--- src/rtl/per_iface_token_bucket_queue_assert.svh ---
// Assertion macros for the token bucket queue.
`ifndef PER_IFACE_TOKEN_BUCKET_QUEUE_ASSERT_SVH
`define PER_IFACE_TOKEN_BUCKET_QUEUE_ASSERT_SVH

// Same-cycle implication, checked out of reset.
`define PTBQ_ASSERT_NOW(lbl, ante, cons, msg) \
    lbl: assert property (@(posedge i_clk) disable iff (!i_rst_n) (ante) |-> (cons)) \
        else $error(msg);

// Next-cycle implication, checked out of reset.
`define PTBQ_ASSERT_NEXT(lbl, ante, cons, msg) \
    lbl: assert property (@(posedge i_clk) disable iff (!i_rst_n) (ante) |=> (cons)) \
        else $error(msg);

`endif

--- src/rtl/ptbq_pkg.sv ---
`default_nettype none
package ptbq_pkg;

    localparam int DEF_NUM_IFACES  = 16;
    localparam int DEF_QUEUE_SLOTS = 16;

    localparam logic [19:0] CAP_RST   = 20'd5000;
    localparam logic [19:0] RATE_RST  = 20'd1000;
    localparam logic [19:0] LIMIT_RST = 20'd262144;

    // ceil(2^50 / 1000), exact quotient for any product below 2^30
    localparam logic [40:0] RCP      = 41'd1125899906843;
    localparam logic [20:0] RCP_LO   = RCP[20:0];
    localparam logic [19:0] RCP_HI   = RCP[40:21];
    localparam logic [9:0]  MS_PER_S = 10'd1000;

    typedef enum logic [1:0] {
        ACT_SEND  = 2'd0,
        ACT_TICK  = 2'd1,
        ACT_PURGE = 2'd2,
        ACT_FLUSH = 2'd3
    } t_action;

    typedef enum logic [1:0] {
        KIND_VERDICT = 2'd0,
        KIND_RELEASE = 2'd1,
        KIND_SUMMARY = 2'd2
    } t_kind;

    typedef enum logic [1:0] {
        VRD_SEND  = 2'd0,
        VRD_QUEUE = 2'd1,
        VRD_LIMIT = 2'd2,
        VRD_FULL  = 2'd3
    } t_verdict;

    typedef enum logic [1:0] {
        CFG_CAPACITY = 2'd0,
        CFG_RATE     = 2'd1,
        CFG_LIMIT    = 2'd2
    } t_cfg_index;

    typedef enum logic [3:0] {
        S_IDLE,
        S_SEND_WAIT,
        S_SEND_OUT,
        S_WALK,
        S_WALK_WAIT,
        S_DRAIN_RD,
        S_DRAIN_OUT,
        S_SUM
    } t_state;

    typedef struct packed {
        logic [1:0]  action;
        logic [3:0]  iface;
        logic [15:0] length;
        logic [15:0] handle;
        logic [31:0] now_ms;
    } t_in_item;

    typedef struct packed {
        logic [1:0]  kind;
        logic [1:0]  verdict;
        logic [15:0] out_handle;
        logic [3:0]  out_iface;
        logic [15:0] out_length;
        logic [15:0] drop_total;
        logic        queue_nonempty;
        logic        last;
    } t_out_item;

    typedef struct packed {
        logic [3:0]  iface;
        logic [15:0] length;
        logic [15:0] handle;
    } t_desc;

    typedef struct packed {
        logic shift;
        logic load;
    } t_cell_ctl;

    typedef struct packed {
        logic        start;
        logic [15:0] length;
        logic [31:0] now_ms;
    } t_bkt_req;

    typedef struct packed {
        logic done;
        logic pass;
    } t_bkt_rsp;

endpackage
`default_nettype wire

--- src/rtl/ptbq_bucket.sv ---
`default_nettype none
module ptbq_bucket #(
    parameter int NUM_IFACES = ptbq_pkg::DEF_NUM_IFACES,
    parameter int BW         = (NUM_IFACES > 1) ? $clog2(NUM_IFACES) : 1
) (
    input  wire logic              i_clk,
    input  wire logic              i_rst_n,
    input  wire ptbq_pkg::t_bkt_req i_req,
    input  wire logic [BW-1:0]     i_index,
    input  wire logic [19:0]       i_capacity,
    input  wire logic [19:0]       i_rate,
    output      ptbq_pkg::t_bkt_rsp o_rsp
);
    import ptbq_pkg::*;

    logic [19:0] mem_tok  [NUM_IFACES];
    logic [31:0] mem_last [NUM_IFACES];
    logic [NUM_IFACES-1:0] r_valid;

    logic [4:0]    r_stg;
    logic [BW-1:0] r_idx;
    logic [15:0]   r_len;
    logic [31:0]   r_now;
    logic          r_rd_vld;
    logic [19:0]   r_rd_tok;
    logic [31:0]   r_rd_last;
    logic [31:0]   r_elapsed;
    logic [19:0]   r_tok;
    logic [51:0]   r_prod;
    logic [30:0]   r_lim;
    logic          r_big;
    logic [50:0]   r_pl;
    logic [49:0]   r_ph;
    logic [19:0]   r_q;

    logic [70:0] w_sum;
    logic [20:0] w_add;
    logic [20:0] w_tok;
    logic        w_pass;

    always_ff @(posedge i_clk) begin
        if (!i_rst_n) begin
            r_stg   <= '0;
            r_valid <= '0;
        end else begin
            r_stg <= {r_stg[3:0], i_req.start};
            if (r_stg[4]) begin
                r_valid[r_idx] <= 1'b1;
            end
        end
    end

    always_ff @(posedge i_clk) begin
        if (i_req.start) begin
            r_idx     <= i_index;
            r_len     <= i_req.length;
            r_now     <= i_req.now_ms;
            r_rd_vld  <= r_valid[i_index];
            r_rd_tok  <= mem_tok[i_index];
            r_rd_last <= mem_last[i_index];
        end
        if (r_stg[4]) begin
            mem_tok[r_idx]  <= w_pass ? w_tok[19:0] - 20'(r_len) : w_tok[19:0];
            mem_last[r_idx] <= r_now;
        end
    end

    // a fresh bucket starts full with zero elapsed time
    always_ff @(posedge i_clk) begin
        if (!r_rd_vld) begin
            r_tok     <= i_capacity;
            r_elapsed <= '0;
        end else begin
            r_tok     <= r_rd_tok;
            r_elapsed <= (r_now >= r_rd_last) ? r_now - r_rd_last : '0;
        end
        r_prod <= r_elapsed * 52'(i_rate);
        r_lim  <= (31'(i_capacity) + 31'd1) * 31'(MS_PER_S);
        // refill exceeds capacity exactly when the product reaches (cap+1)*1000
        r_big  <= (r_prod >= 52'(r_lim));
        r_pl   <= r_prod[29:0] * 51'(RCP_LO);
        r_ph   <= r_prod[29:0] * 50'(RCP_HI);
        r_q    <= w_sum[69:50];
    end

    assign w_sum  = {r_ph, 21'd0} + 71'(r_pl);
    assign w_add  = r_big ? 21'(i_capacity) : 21'(r_tok) + 21'(r_q);
    assign w_tok  = (w_add > 21'(i_capacity)) ? 21'(i_capacity) : w_add;
    assign w_pass = (w_tok >= 21'(r_len));

    assign o_rsp = '{done: r_stg[4], pass: w_pass};
endmodule
`default_nettype wire

--- config.mk ---
export PLATFORM = sky130hd
export DESIGN_NAME = ptbq_bucket
export DESIGN_NICKNAME = d
export VERILOG_FILES = /design/src/rtl/per_iface_token_bucket_queue_assert.svh /design/src/rtl/ptbq_pkg.sv /design/src/rtl/ptbq_bucket.sv
export SDC_FILE = /design/constraint.sdc
export NUM_CORES = 2
export LEC_CHECK = 0
export ABC_AREA = 1
export BUFFER_PORTS_ARGS = -buffer_cell sky130_fd_sc_hd__buf_4
export CORE_UTILIZATION = 50
export CTS_BUF_LIST = sky130_fd_sc_hd__clkbuf_4 sky130_fd_sc_hd__clkbuf_8
export DETAILED_ROUTE_END_ITERATION = 12
export GPL_TIMING_DRIVEN = 1
export HOLD_SLACK_MARGIN = 0.1
export PLACE_DENSITY = 0.61
export SLEW_MARGIN = 40
export SYNTH_ARGS = -nofsm -noshare
export SYNTH_HDL_FRONTEND = slang
export SYNTH_SLANG_ARGS = --single-unit
export TNS_END_PERCENT = 10
--- constraint.sdc ---
create_clock -name i_clk -period 9.4 [get_ports i_clk]
set_input_delay 0.94 -clock i_clk [delete_from_list [all_inputs] [get_ports i_clk]]
set_output_delay 0.94 -clock i_clk [all_outputs]
set_load 0.03 [all_outputs]
==> reports/metrics.yaml <==
critical_path:
  reg2reg_slack_ns: 2.14
  critPathBufInv: 6
  crit_type: "reg2out"
  slowest_delay_ns: 0.41
  crit_arrival_ns: 7.15
  crit_slowest_cell: "dfxtp_1"
  crit_family: "simple AND/OR/NAND/NOR gates"
  path_max_fanout: 31
  startpoint_type: "register"
  worstSetupEndpointType: "output port"
  cp_common_cell: "nand2_1"
  worst_ep_required_time_ns: 8.46
clock_tree:
  clock-sinks: 1188
  insertion_delay_ns: 0.93
  clk_pin_slew_ns: 0.06
  cts_tree: "yes"
  post_cts_buffers: 0
  cts_root_buf: "clkbuf_8"
  cts_buffers: 193
  clock_path_buffers: 3
  h-tree-depth: 4
final_layout:
  area_growth_pct: 8.33
  register_area_mm2: 0.0332
  fillCellCount: 16600
  drive_gt1_share_pct: 6.15
  multi_input_area_mm2: 0.0497
  layout_common_cells: "inv_1 (2209), nand2_1 (1394), fa_1 (993)"
  fin_nets: 11300
  final_common_cell: "inv_1"
job:
  cap_violations: 0
synthesis:
  ys_seq_elements: 1188
  async_reset_ff_share_pct: 0
  ys_seq_area_share_pct: 36.0
  yosys_warnings: 0
  synth_area_mm2: 0.0922
  avgSynthCellArea_um2: 9.86
  post_synth_inst_count: 9348
  syn-num-nets: 11200
  synth_edf_count: 937
  synth-main-ff-cell: "edfxtp_1"
  synthDistinctLibCells: 53
sta:
  slew_headroom_pct: 38.6
  timing.fmax_ghz: 0.124
  worstMarginPinSlew_ns: 0.920
  setup_viol: 0
  min_period_ns: 8.09
  fin_crit_sh_pct: 86.1
  final_hold_viol_count: 0
  maxSlewViolCount: 0
  rsz0062_at_grt: "no"
  skew_ns: 0.0687
  finalSetupTns_ns: 0
floorplan:
  fp.dieW_um: 431
  die-area_mm2: 0.186
  die_h_um: 431
  core-area_mm2: 0.183
  row_count: 157
  pin_count: 97
  start_util_pct: 50.4
hold_path:
  holdCritPathClass: "in2reg"
global_routing:
  globalRouteOverflowTotal: 0
  globalRouteTotalUtil_pct: 27.6
  antenna_found_initial: 3
  grt_pass1_wl_um: 392000
  grt_max_degree: 167
  grt_pass1_vias: 66900
detailed_routing:
  viasPerCell: 5.32
  first_pass_iters: 5
  route.antenna.remaining_nets: 0
  routed_wl_um: 252000
  num_vias: 64100
  drc: 0
  wl_per_cell_um: 20.9
  drtIter0Drc: 4434
status:
  status: "finished clean"
placement:
  dp_hpwl_um: 182000
  io_buffers: 96
  place.gp.congestion: 0.931
-- flip-flops by register name (all words and copies together), names as in the netlist, 28 cells and up --
name / flops
mem_last: 512
mem_tok: 320
r_rd_last: 32
r_elapsed: 32
r_ph: 45
r_now: 32
r_pl: 32
r_prod: 52
r_lim: 28
-- worst reg2reg max path, delay by kind of cell, from the launching register on --
family | cells | cell delay (ns)
flops | 1 | 0.66
compound gates | 2 | 0.59
buf+inv | 7 | 0.70
xor+xnor | 1 | 0.15
simple gates | 6 | 1.21
fa+ha+maj | 8 | 3.89
-- cells by family (layout without fill, tap and decap cells) --
| logic type | Yosys count | count (layout) | synth area share (%) |
|---|---|---|---|
| AND/OR/NAND/NOR | 2098 | 2098 | 9.30 |
| multiplexers | 212 | 212 | 2.30 |
| other | 0 | 4 | 0 |
| AO/OA/AOI/OAI | 1393 | 1393 | 8.54 |
| buffers and inverters | 2515 | 2755 | 10.3 |
| adder cells (fa/ha/maj) | 1726 | 1726 | 31.5 |
| flip-flops | 1188 | 1188 | 36.0 |
| XOR/XNOR | 216 | 216 | 2.05 |
-- cells in the mapped netlist, drive strengths merged, types with 16 or more instances --
cell type / number / area share [%]
a21o: 30 / 0.24
a21oi: 558 / 3.0
a31oi: 43 / 0.29
buf: 47 / 0.27
clkbuf: 251 / 1.0
dfxtp: 251 / 5.5
edfxtp: 937 / 31
fa: 993 / 22
ha: 733 / 9.9
inv: 2216 / 9.0
mux2i: 212 / 2.3
nand2: 1408 / 5.8
nand3: 199 / 1.1
nand4: 56 / 0.40
nor2: 340 / 1.4
nor3: 47 / 0.26
nor4: 25 / 0.17
o211ai: 230 / 1.9
o21a: 19 / 0.15
o21ai: 466 / 2.5
o21bai: 16 / 0.13
xnor2: 59 / 0.56
xor2: 157 / 1.5
-- metal layers --
metal | global-route usage, % | share of wire, % | vias to the layer above
met2 | 46.9 | 49 | 1771
met5 | 0 | 0 | -
met1 | 37.0 | 43 | 31900
met4 | 7.95 | 2.7 | 0
met3 | 3.43 | 4.9 | 400
li1 | - | - | 30000
-- final cells by class --
class / count / share of cell area (%)
clock buffer: 283 / 3.41
tap: 2464 / 3.09
clock inverter: 60 / 0.496
antenna: 4 / 0.0100
multi-input combinational: 5645 / 49.7
inverter: 2217 / 8.34
timing repair buffer: 195 / 1.72
sequential: 1188 / 33.2
-- per-stage QoR --
stage	util (%)	cells	hold WS (ns)	instance area, um2	setup WS [ns]
after CTS	54.5	12000	0.100	99700	1.27
after floorplan	-	9348	0.390	92200	2.72
after global routing	54.5	12100	0.128	99900	0.642
after detailed placement	52.3	11700	0.401	95800	1.79
after global placement	52.2	11700	0.400	95600	1.86
final	54.6	12100	0.204	99900	1.31
-- path summary, 6_finish.rpt --
path	endpoint	start	depth (start not counted)
max	o_rsp[0]	r_q[0]	39
min	r_len[14]	i_req[46]	1
min reg2reg	r_stg[3]	r_stg[2]	2
max reg2reg	r_prod[49]	r_elapsed[23]	24
-- what timing repair did --
action                    in CTS  in global routing
hold endpoints to repair       7                  0
hold buffers                   7                  0
gates resized for setup        0                  0
Power is not shown: default switching activity piles up to over one toggle a cycle in this logic, so the estimate is an artifact.
