### src/rtl/per_iface_token_bucket_queue_assert.svh
// Assertion macros for the token bucket queue.
`ifndef PER_IFACE_TOKEN_BUCKET_QUEUE_ASSERT_SVH
`define PER_IFACE_TOKEN_BUCKET_QUEUE_ASSERT_SVH

// Same-cycle implication, checked out of reset.
`define PTBQ_ASSERT_NOW(lbl, ante, cons, msg) \
    lbl: assert property (@(posedge i_clk) disable iff (!i_rst_n) (ante) |-> (cons)) \
        else $error(msg);

// Next-cycle implication, checked out of reset.
`define PTBQ_ASSERT_NEXT(lbl, ante, cons, msg) \
    lbl: assert property (@(posedge i_clk) disable iff (!i_rst_n) (ante) |=> (cons)) \
        else $error(msg);

`endif

### src/rtl/ptbq_pkg.sv
`default_nettype none
package ptbq_pkg;

    localparam int DEF_NUM_IFACES  = 16;
    localparam int DEF_QUEUE_SLOTS = 16;

    localparam logic [19:0] CAP_RST   = 20'd5000;
    localparam logic [19:0] RATE_RST  = 20'd1000;
    localparam logic [19:0] LIMIT_RST = 20'd262144;

    // ceil(2^50 / 1000), exact quotient for any product below 2^30
    localparam logic [40:0] RCP      = 41'd1125899906843;
    localparam logic [20:0] RCP_LO   = RCP[20:0];
    localparam logic [19:0] RCP_HI   = RCP[40:21];
    localparam logic [9:0]  MS_PER_S = 10'd1000;

    typedef enum logic [1:0] {
        ACT_SEND  = 2'd0,
        ACT_TICK  = 2'd1,
        ACT_PURGE = 2'd2,
        ACT_FLUSH = 2'd3
    } t_action;

    typedef enum logic [1:0] {
        KIND_VERDICT = 2'd0,
        KIND_RELEASE = 2'd1,
        KIND_SUMMARY = 2'd2
    } t_kind;

    typedef enum logic [1:0] {
        VRD_SEND  = 2'd0,
        VRD_QUEUE = 2'd1,
        VRD_LIMIT = 2'd2,
        VRD_FULL  = 2'd3
    } t_verdict;

    typedef enum logic [1:0] {
        CFG_CAPACITY = 2'd0,
        CFG_RATE     = 2'd1,
        CFG_LIMIT    = 2'd2
    } t_cfg_index;

    typedef enum logic [3:0] {
        S_IDLE,
        S_SEND_WAIT,
        S_SEND_OUT,
        S_WALK,
        S_WALK_WAIT,
        S_DRAIN_RD,
        S_DRAIN_OUT,
        S_SUM
    } t_state;

    typedef struct packed {
        logic [1:0]  action;
        logic [3:0]  iface;
        logic [15:0] length;
        logic [15:0] handle;
        logic [31:0] now_ms;
    } t_in_item;

    typedef struct packed {
        logic [1:0]  kind;
        logic [1:0]  verdict;
        logic [15:0] out_handle;
        logic [3:0]  out_iface;
        logic [15:0] out_length;
        logic [15:0] drop_total;
        logic        queue_nonempty;
        logic        last;
    } t_out_item;

    typedef struct packed {
        logic [3:0]  iface;
        logic [15:0] length;
        logic [15:0] handle;
    } t_desc;

    typedef struct packed {
        logic shift;
        logic load;
    } t_cell_ctl;

    typedef struct packed {
        logic        start;
        logic [15:0] length;
        logic [31:0] now_ms;
    } t_bkt_req;

    typedef struct packed {
        logic done;
        logic pass;
    } t_bkt_rsp;

endpackage
`default_nettype wire

### src/rtl/ptbq_cell.sv
`default_nettype none
module ptbq_cell (
    input  wire logic              i_clk,
    input  wire ptbq_pkg::t_cell_ctl i_ctl,
    input  wire ptbq_pkg::t_desc   i_next,
    input  wire ptbq_pkg::t_desc   i_new,
    output      ptbq_pkg::t_desc   o_desc
);
    import ptbq_pkg::*;

    t_desc r_desc;

    // load wins: it is the tail of the queue taking a new or kept descriptor
    always_ff @(posedge i_clk) begin
        if (i_ctl.load) begin
            r_desc <= i_new;
        end else if (i_ctl.shift) begin
            r_desc <= i_next;
        end
    end

    assign o_desc = r_desc;
endmodule
`default_nettype wire

### config.mk
export PLATFORM = sky130hd
export DESIGN_NAME = ptbq_cell
export DESIGN_NICKNAME = d
export VERILOG_FILES = /design/src/rtl/per_iface_token_bucket_queue_assert.svh /design/src/rtl/ptbq_pkg.sv /design/src/rtl/ptbq_cell.sv
export SDC_FILE = /design/constraint.sdc
export NUM_CORES = 1
export LEC_CHECK = 0
export BUFFER_PORTS_ARGS = -buffer_cell sky130_fd_sc_hd__buf_2
export CAP_MARGIN = 20
export CORE_ASPECT_RATIO = 1.1
export CORE_UTILIZATION = 41
export DETAILED_ROUTE_END_ITERATION = 10
export GPL_TIMING_DRIVEN = 0
export PLACE_DENSITY = 0.82
export SLEW_MARGIN = 40
export SYNTH_ARGS = -nofsm -noshare
export SYNTH_HDL_FRONTEND = slang
export SYNTH_SLANG_ARGS = --single-unit
### constraint.sdc
create_clock -name i_clk -period 2.6 [get_ports i_clk]
set_clock_uncertainty 0.1 [all_clocks]
set_input_delay 0.39 -clock i_clk [delete_from_list [all_inputs] [get_ports i_clk]]
set_output_delay 0.39 -clock i_clk [all_outputs]
set_load 0.02 [all_outputs]
==> run metrics, run 1 <==
RD Place Congestion a little over 0.7; Synth top area share 0.6462; yosys warns 0; endpoints failing setup 0; Pre-antenna DRT Iters 4; Largest register FFs 36; CP Data Arrival Time ~1.2 ns; vias in the first global route 1124; Area contributors post-synth edfxtp_1 (65%), mux2_4 (26%), mux2_2 (4.7%); Post-Place Cell Area 0.002281 mm²; pin count of the biggest net entering global routing 37; GR Overflow Total 0; die area 0.004340 mm²; status finished clean; largest area contributor in the netlist edfxtp_1; post-CTS setup buffers 0; area grow syn2layout 41.14%; die boundary height 69.00 µm; Worst-path clk slew 0.07 ns; I/O Pins 111; setup TNS 0 ns; dpl ws between 0.7 and 0.8 ns; path category of the worst min-delay check primary input to flip-flop; num rows 23; Max Buffers Root-to-Sink 2; Starting Density 0.4437; Core Box Area between 0.003 and 0.004 mm²; hold buffer count at cts 0; number of diodes 0; hpwl dp between 2 and 3 mm; final wirelength 3.425 mm; CP Data Required Time 2.42 ns; GRT busiest layer met2; max-slew violations 0; max_cap viols 0; initial antenna violation count 0; clock buffer count from CTS 5; htree depth 2; Vias 1133; global-route wire length before repair 5.161 mm; DRT iter0 DRCs 49; number of fill cells in the layout 303; Setup crit start kind primary input; Die Wd between 60 and 70 µm; Post-Syn Area per Cell ~22 µm²; Syn Std Cell Area 0.001673 mm²; Cells after Synth 77; Synthesized Nets 152; worst slew pin tran 0.4924 ns; PwrDens 591.8 mW/mm²; post-route cell area 0.002361 mm²; WS Path Type primary input to flip-flop; Max IR drop VDD between 300 and 400 µV; Resize count post-CTS 0; flops & latches, synth 36; CTS tree built; RSZ-0062 raised after global routing no; global routing usage on met3 0.04605; sequential cell area approximately 0.0011 mm²; fin cells between 200 and 250; setup ws final 1.261 ns; Fin. Hold Viols 0; Buffers on Ports about 110; antenna-violating nets left 0; Avg WL per Cell 14.09 µm; Design Power 1.397 mW; post-synthesis sequential area ratio 0.6462; Worst slew margin 0.6717; footprint of the multi-input gates ~520 µm²; min Tclk post-route 1.339 ns; critical path's slowest cell or2_4; Total GRT Usage 0.1684; clk root buf clkbuf_8; Crit. End Element flip-flop; met2 usage 0.3145; Num Clock Sinks 36; Residual DRC 0; crit path max fanout 36; highest cell delay on the worst timing path around 0.44 ns; synth unique cells 6; fin nets 268; proportion of layout cells with a drive suffix above 1 0.8083; FMAX about 750 MHz; vias per cell ~4.7; fin crit share 0.5150; met1 usage 0.1632; Placed Cells incl. Taps around 240; Leak Pwr 1.140 nW; Critical Path, Cell by Cell buf_6 > buf_12 > or2_4
==> where the power goes <==
part           total, mW  internal (mW)  leakage, nW  switching, mW
registers          0.727          0.712        0.367         0.0142
logic              0.309          0.150        0.732          0.159
clock network      0.362          0.182       0.0410          0.180
total               1.40           1.04         1.14          0.352
==> worst max-delay path: cells and delay by family <==
| kind | cells | cell delay (ns) |
|---|---|---|
| buffers and inverters | 2 | 0.31 |
| AND/OR/NAND/NOR | 1 | 0.44 |
==> metal layers <==
| metal | share of wire | up-vias |
|---|---|---|
| li1 | - | 530 |
| met1 | 0.35 | 525 |
| met2 | 0.54 | 69 |
| met3 | 0.079 | 9 |
| met4 | 0.031 | 0 |
| met5 | 0 | - |
==> metrics by stage <==
step                  util  hold WS [ns]
floorplan                -        0.5075
global placement    0.6050        0.5897
detailed placement  0.6050        0.5937
CTS                 0.6256        0.2980
global route        0.6263        0.2947
finish              0.6263        0.3102
==> layout by cell type, fill, tap and decap left out <==
| master | count |
|---|---|
| clkinv_2 | 1 |
| clkbuf_1 | 1 |
| mux2_2 | 7 |
| or2_4 | 1 |
| buf_2 | 109 |
| buf_6 | 1 |
| edfxtp_1 | 36 |
| mux2_4 | 29 |
| clkbuf_8 | 5 |
| buf_12 | 3 |
==> cells by family after synthesis <==
| kind of cell | count (synthesis) | synth area share |
|---|---|---|
| flip-flops | 36 | 0.6462 |
| multiplexers | 36 | 0.3074 |
| buffers and inverters | 4 | 0.04263 |
| AND/OR/NAND/NOR | 1 | 0.003742 |
==> worst paths after layout <==
kind,from,end,slack (ns),cells after the start
max,i_ctl[0],o_desc[22]$_DFFE_PP_,1.26,3
min,i_next[22],o_desc[22]$_DFFE_PP_,0.31,2
==> synth_stat cells, drive strengths merged <==
library cell,n
edfxtp,36
buf,4
mux2,36
or2,1
==> layout make-up <==
type                            instances  area share
Tap cell                               50     0.02650
Sequential cell                        36      0.4579
Clock inverter                          1    0.002120
Timing Repair Buffer                  109      0.2311
Multi-Input combinational cell         37      0.2215
Clock buffer                            6     0.03074
Buffer                                  4     0.03021
Power figures use the tool's default switching activity.
==> run 2, diff against run 1 <==
CORE_UTILIZATION = 37   (was 41)
PLACE_DENSITY = 0.78   (was 0.82)
clock period = 1.2 ns   (was 2.6 ns; I/O delays follow)
==> run metrics, run 2 (synthesis gave the netlist of run 1 again) <==
Worst Path Buf+Inv 1; fin nets 268; vias per cell 4.437; post-route cell area 0.002374 mm²; initial antenna violation count 0; Resize count post-CTS 0; hold buffer count at cts 0; min Tclk post-route roughly 1.1 ns; Buffers on Ports between 100 and 150; number of fill cells in the layout 380; I/O Pins 111; Num Clock Sinks 36; cell depth of the worst hold path 2; max_cap viols 0; num rows 25; Hold Crit Start i_new[12]; path category of the worst min-delay check primary input to flip-flop; Starting Density 0.3875; CTS tree built; hold slack about 0.10 ns; CP Data Required Time 0.92 ns; antenna-violating nets left 0; Vias between 1000 and 1500; status finished clean; clock buffer count from CTS 5; proportion of total power due to net switching 0.2488; crit-path leading delay family flip-flops; Max Buffers Root-to-Sink 2; Fin. Hold Viols 0; Leak Pwr 1.141 nW; Die Wd ~66 µm; vias in the first global route 1017; Sw Pwr 747.3 µW; Worst slew margin 0.6779; Critical path origin o_desc[19]$_DFFE_PP_; die area 0.004794 mm²; Post-Place Cell Area 0.002297 mm²; proportion of layout cells with a drive suffix above 1 0.8031; WS Path Type flip-flop to output pin; RD Place Congestion 0.7165; combinational group share of total power 0.223; Crit. End Element output pin; PwrDens 1265 mW/mm²; post-CTS setup buffers 0; Setup crit start kind flip-flop; critical path's slowest cell edfxtp_1; CP Data Arrival Time roughly 0.82 ns; Hold EP o_desc[12]$_DFFE_PP_; Residual DRC 0; endpoints failing setup 0; max-slew violations 0; FMAX 906.0 MHz; Layout Utilization 0.5499; Core Box Area between 0.004 and 0.005 mm²; highest cell delay on the worst timing path about 0.38 ns; RSZ-0062 raised after global routing no; area grow syn2layout 41.89%; global-route wire length before repair ~5.1 mm; Avg WL per Cell ~14 µm; Critical Path, Cell by Cell buf_2; number of diodes 0; Worst-path clk slew 0.07 ns; final wirelength 3.441 mm; commonest non-fill, non-tap cell in the layout buf_2; clock share of power 0.254; GR Overflow Total 0; fin crit share 0.9198; clk root buf clkbuf_8; Cell Int Power 2.256 mW; worst slew pin tran just under 0.5 ns; pin count of the biggest net entering global routing 37; Total GRT Usage 0.1447; Design Power between 3 and 4 mW; Max IR drop VDD 548.5 µV; sequential share of power 0.524; htree depth 2; Largest register FFs 36; crit path max fanout 1; Pre-antenna DRT Iters 4; die boundary height 72.52 µm; commonest cells after routing, fill and taps aside buf_2 (109), edfxtp_1 (36), mux2_4 (29); hpwl dp 2.749 mm; DRT iter0 DRCs 78
==> run 2: worst max-delay path by stage <==
stage / to / slack, ns / cells past startpoint
after detailed placement: o_desc[22]$_DFFE_PP_ / -0.19 / 3
final: o_desc[19] / 0.1 / 1
after global routing: o_desc[16] / 0.06 / 1
after CTS: o_desc[19] / 0.08 / 1
after floorplan: o_desc[0]$_DFFE_PP_ / -0.03 / 3
after global placement: o_desc[22]$_DFFE_PP_ / -0.18 / 3
==> run 2: through the flow <==
stage / std cells / TNS [ns] / worst slack, ns
after floorplan: 77 / -1.120 / -0.03111
after global placement: 240 / -6.272 / -0.1754
after detailed placement: 240 / -6.901 / -0.1934
after CTS: 247 / 0 / 0.07685
after global routing: 247 / 0 / 0.05765
final: 247 / 0 / 0.09622
==> run 2: layer usage <==
layer | vias up | wire length [µm] | global-route usage
li1 | 530 | - | -
met1 | 526 | 1211 | 0.1555
met2 | 36 | 2068 | 0.2732
met3 | 4 | 117 | 0.03302
met4 | 0 | 43 | 0.04965
met5 | - | 0 | 0
==> run 2: final cells by class <==
type / count / area, µm² / share of cell area
timing repair buffer: 109 / 545.5 / 0.2298
sequential: 36 / 1081 / 0.4555
clock inverter: 2 / 7.507 / 0.003163
multi-input combinational: 37 / 523.0 / 0.2203
buffer: 4 / 80.08 / 0.03374
clock buffer: 5 / 68.82 / 0.02899
tap: 54 / 67.56 / 0.02847
==> run 2: power by group through the flow <==
| stage | Clock (mW) | Combinational [mW] | Sequential, mW |
|---|---|---|---|
| 4_1_cts | 0.790 | 0.676 | 1.58 |
| 5_1_grt | 0.849 | 0.707 | 1.58 |
| 3_3_place_gp | 0 | 0.664 | 1.60 |
| 6_report | 0.762 | 0.668 | 1.57 |
| 2_1_floorplan | 0 | 0.218 | 1.79 |
| 3_5_place_dp | 0 | 0.674 | 1.60 |
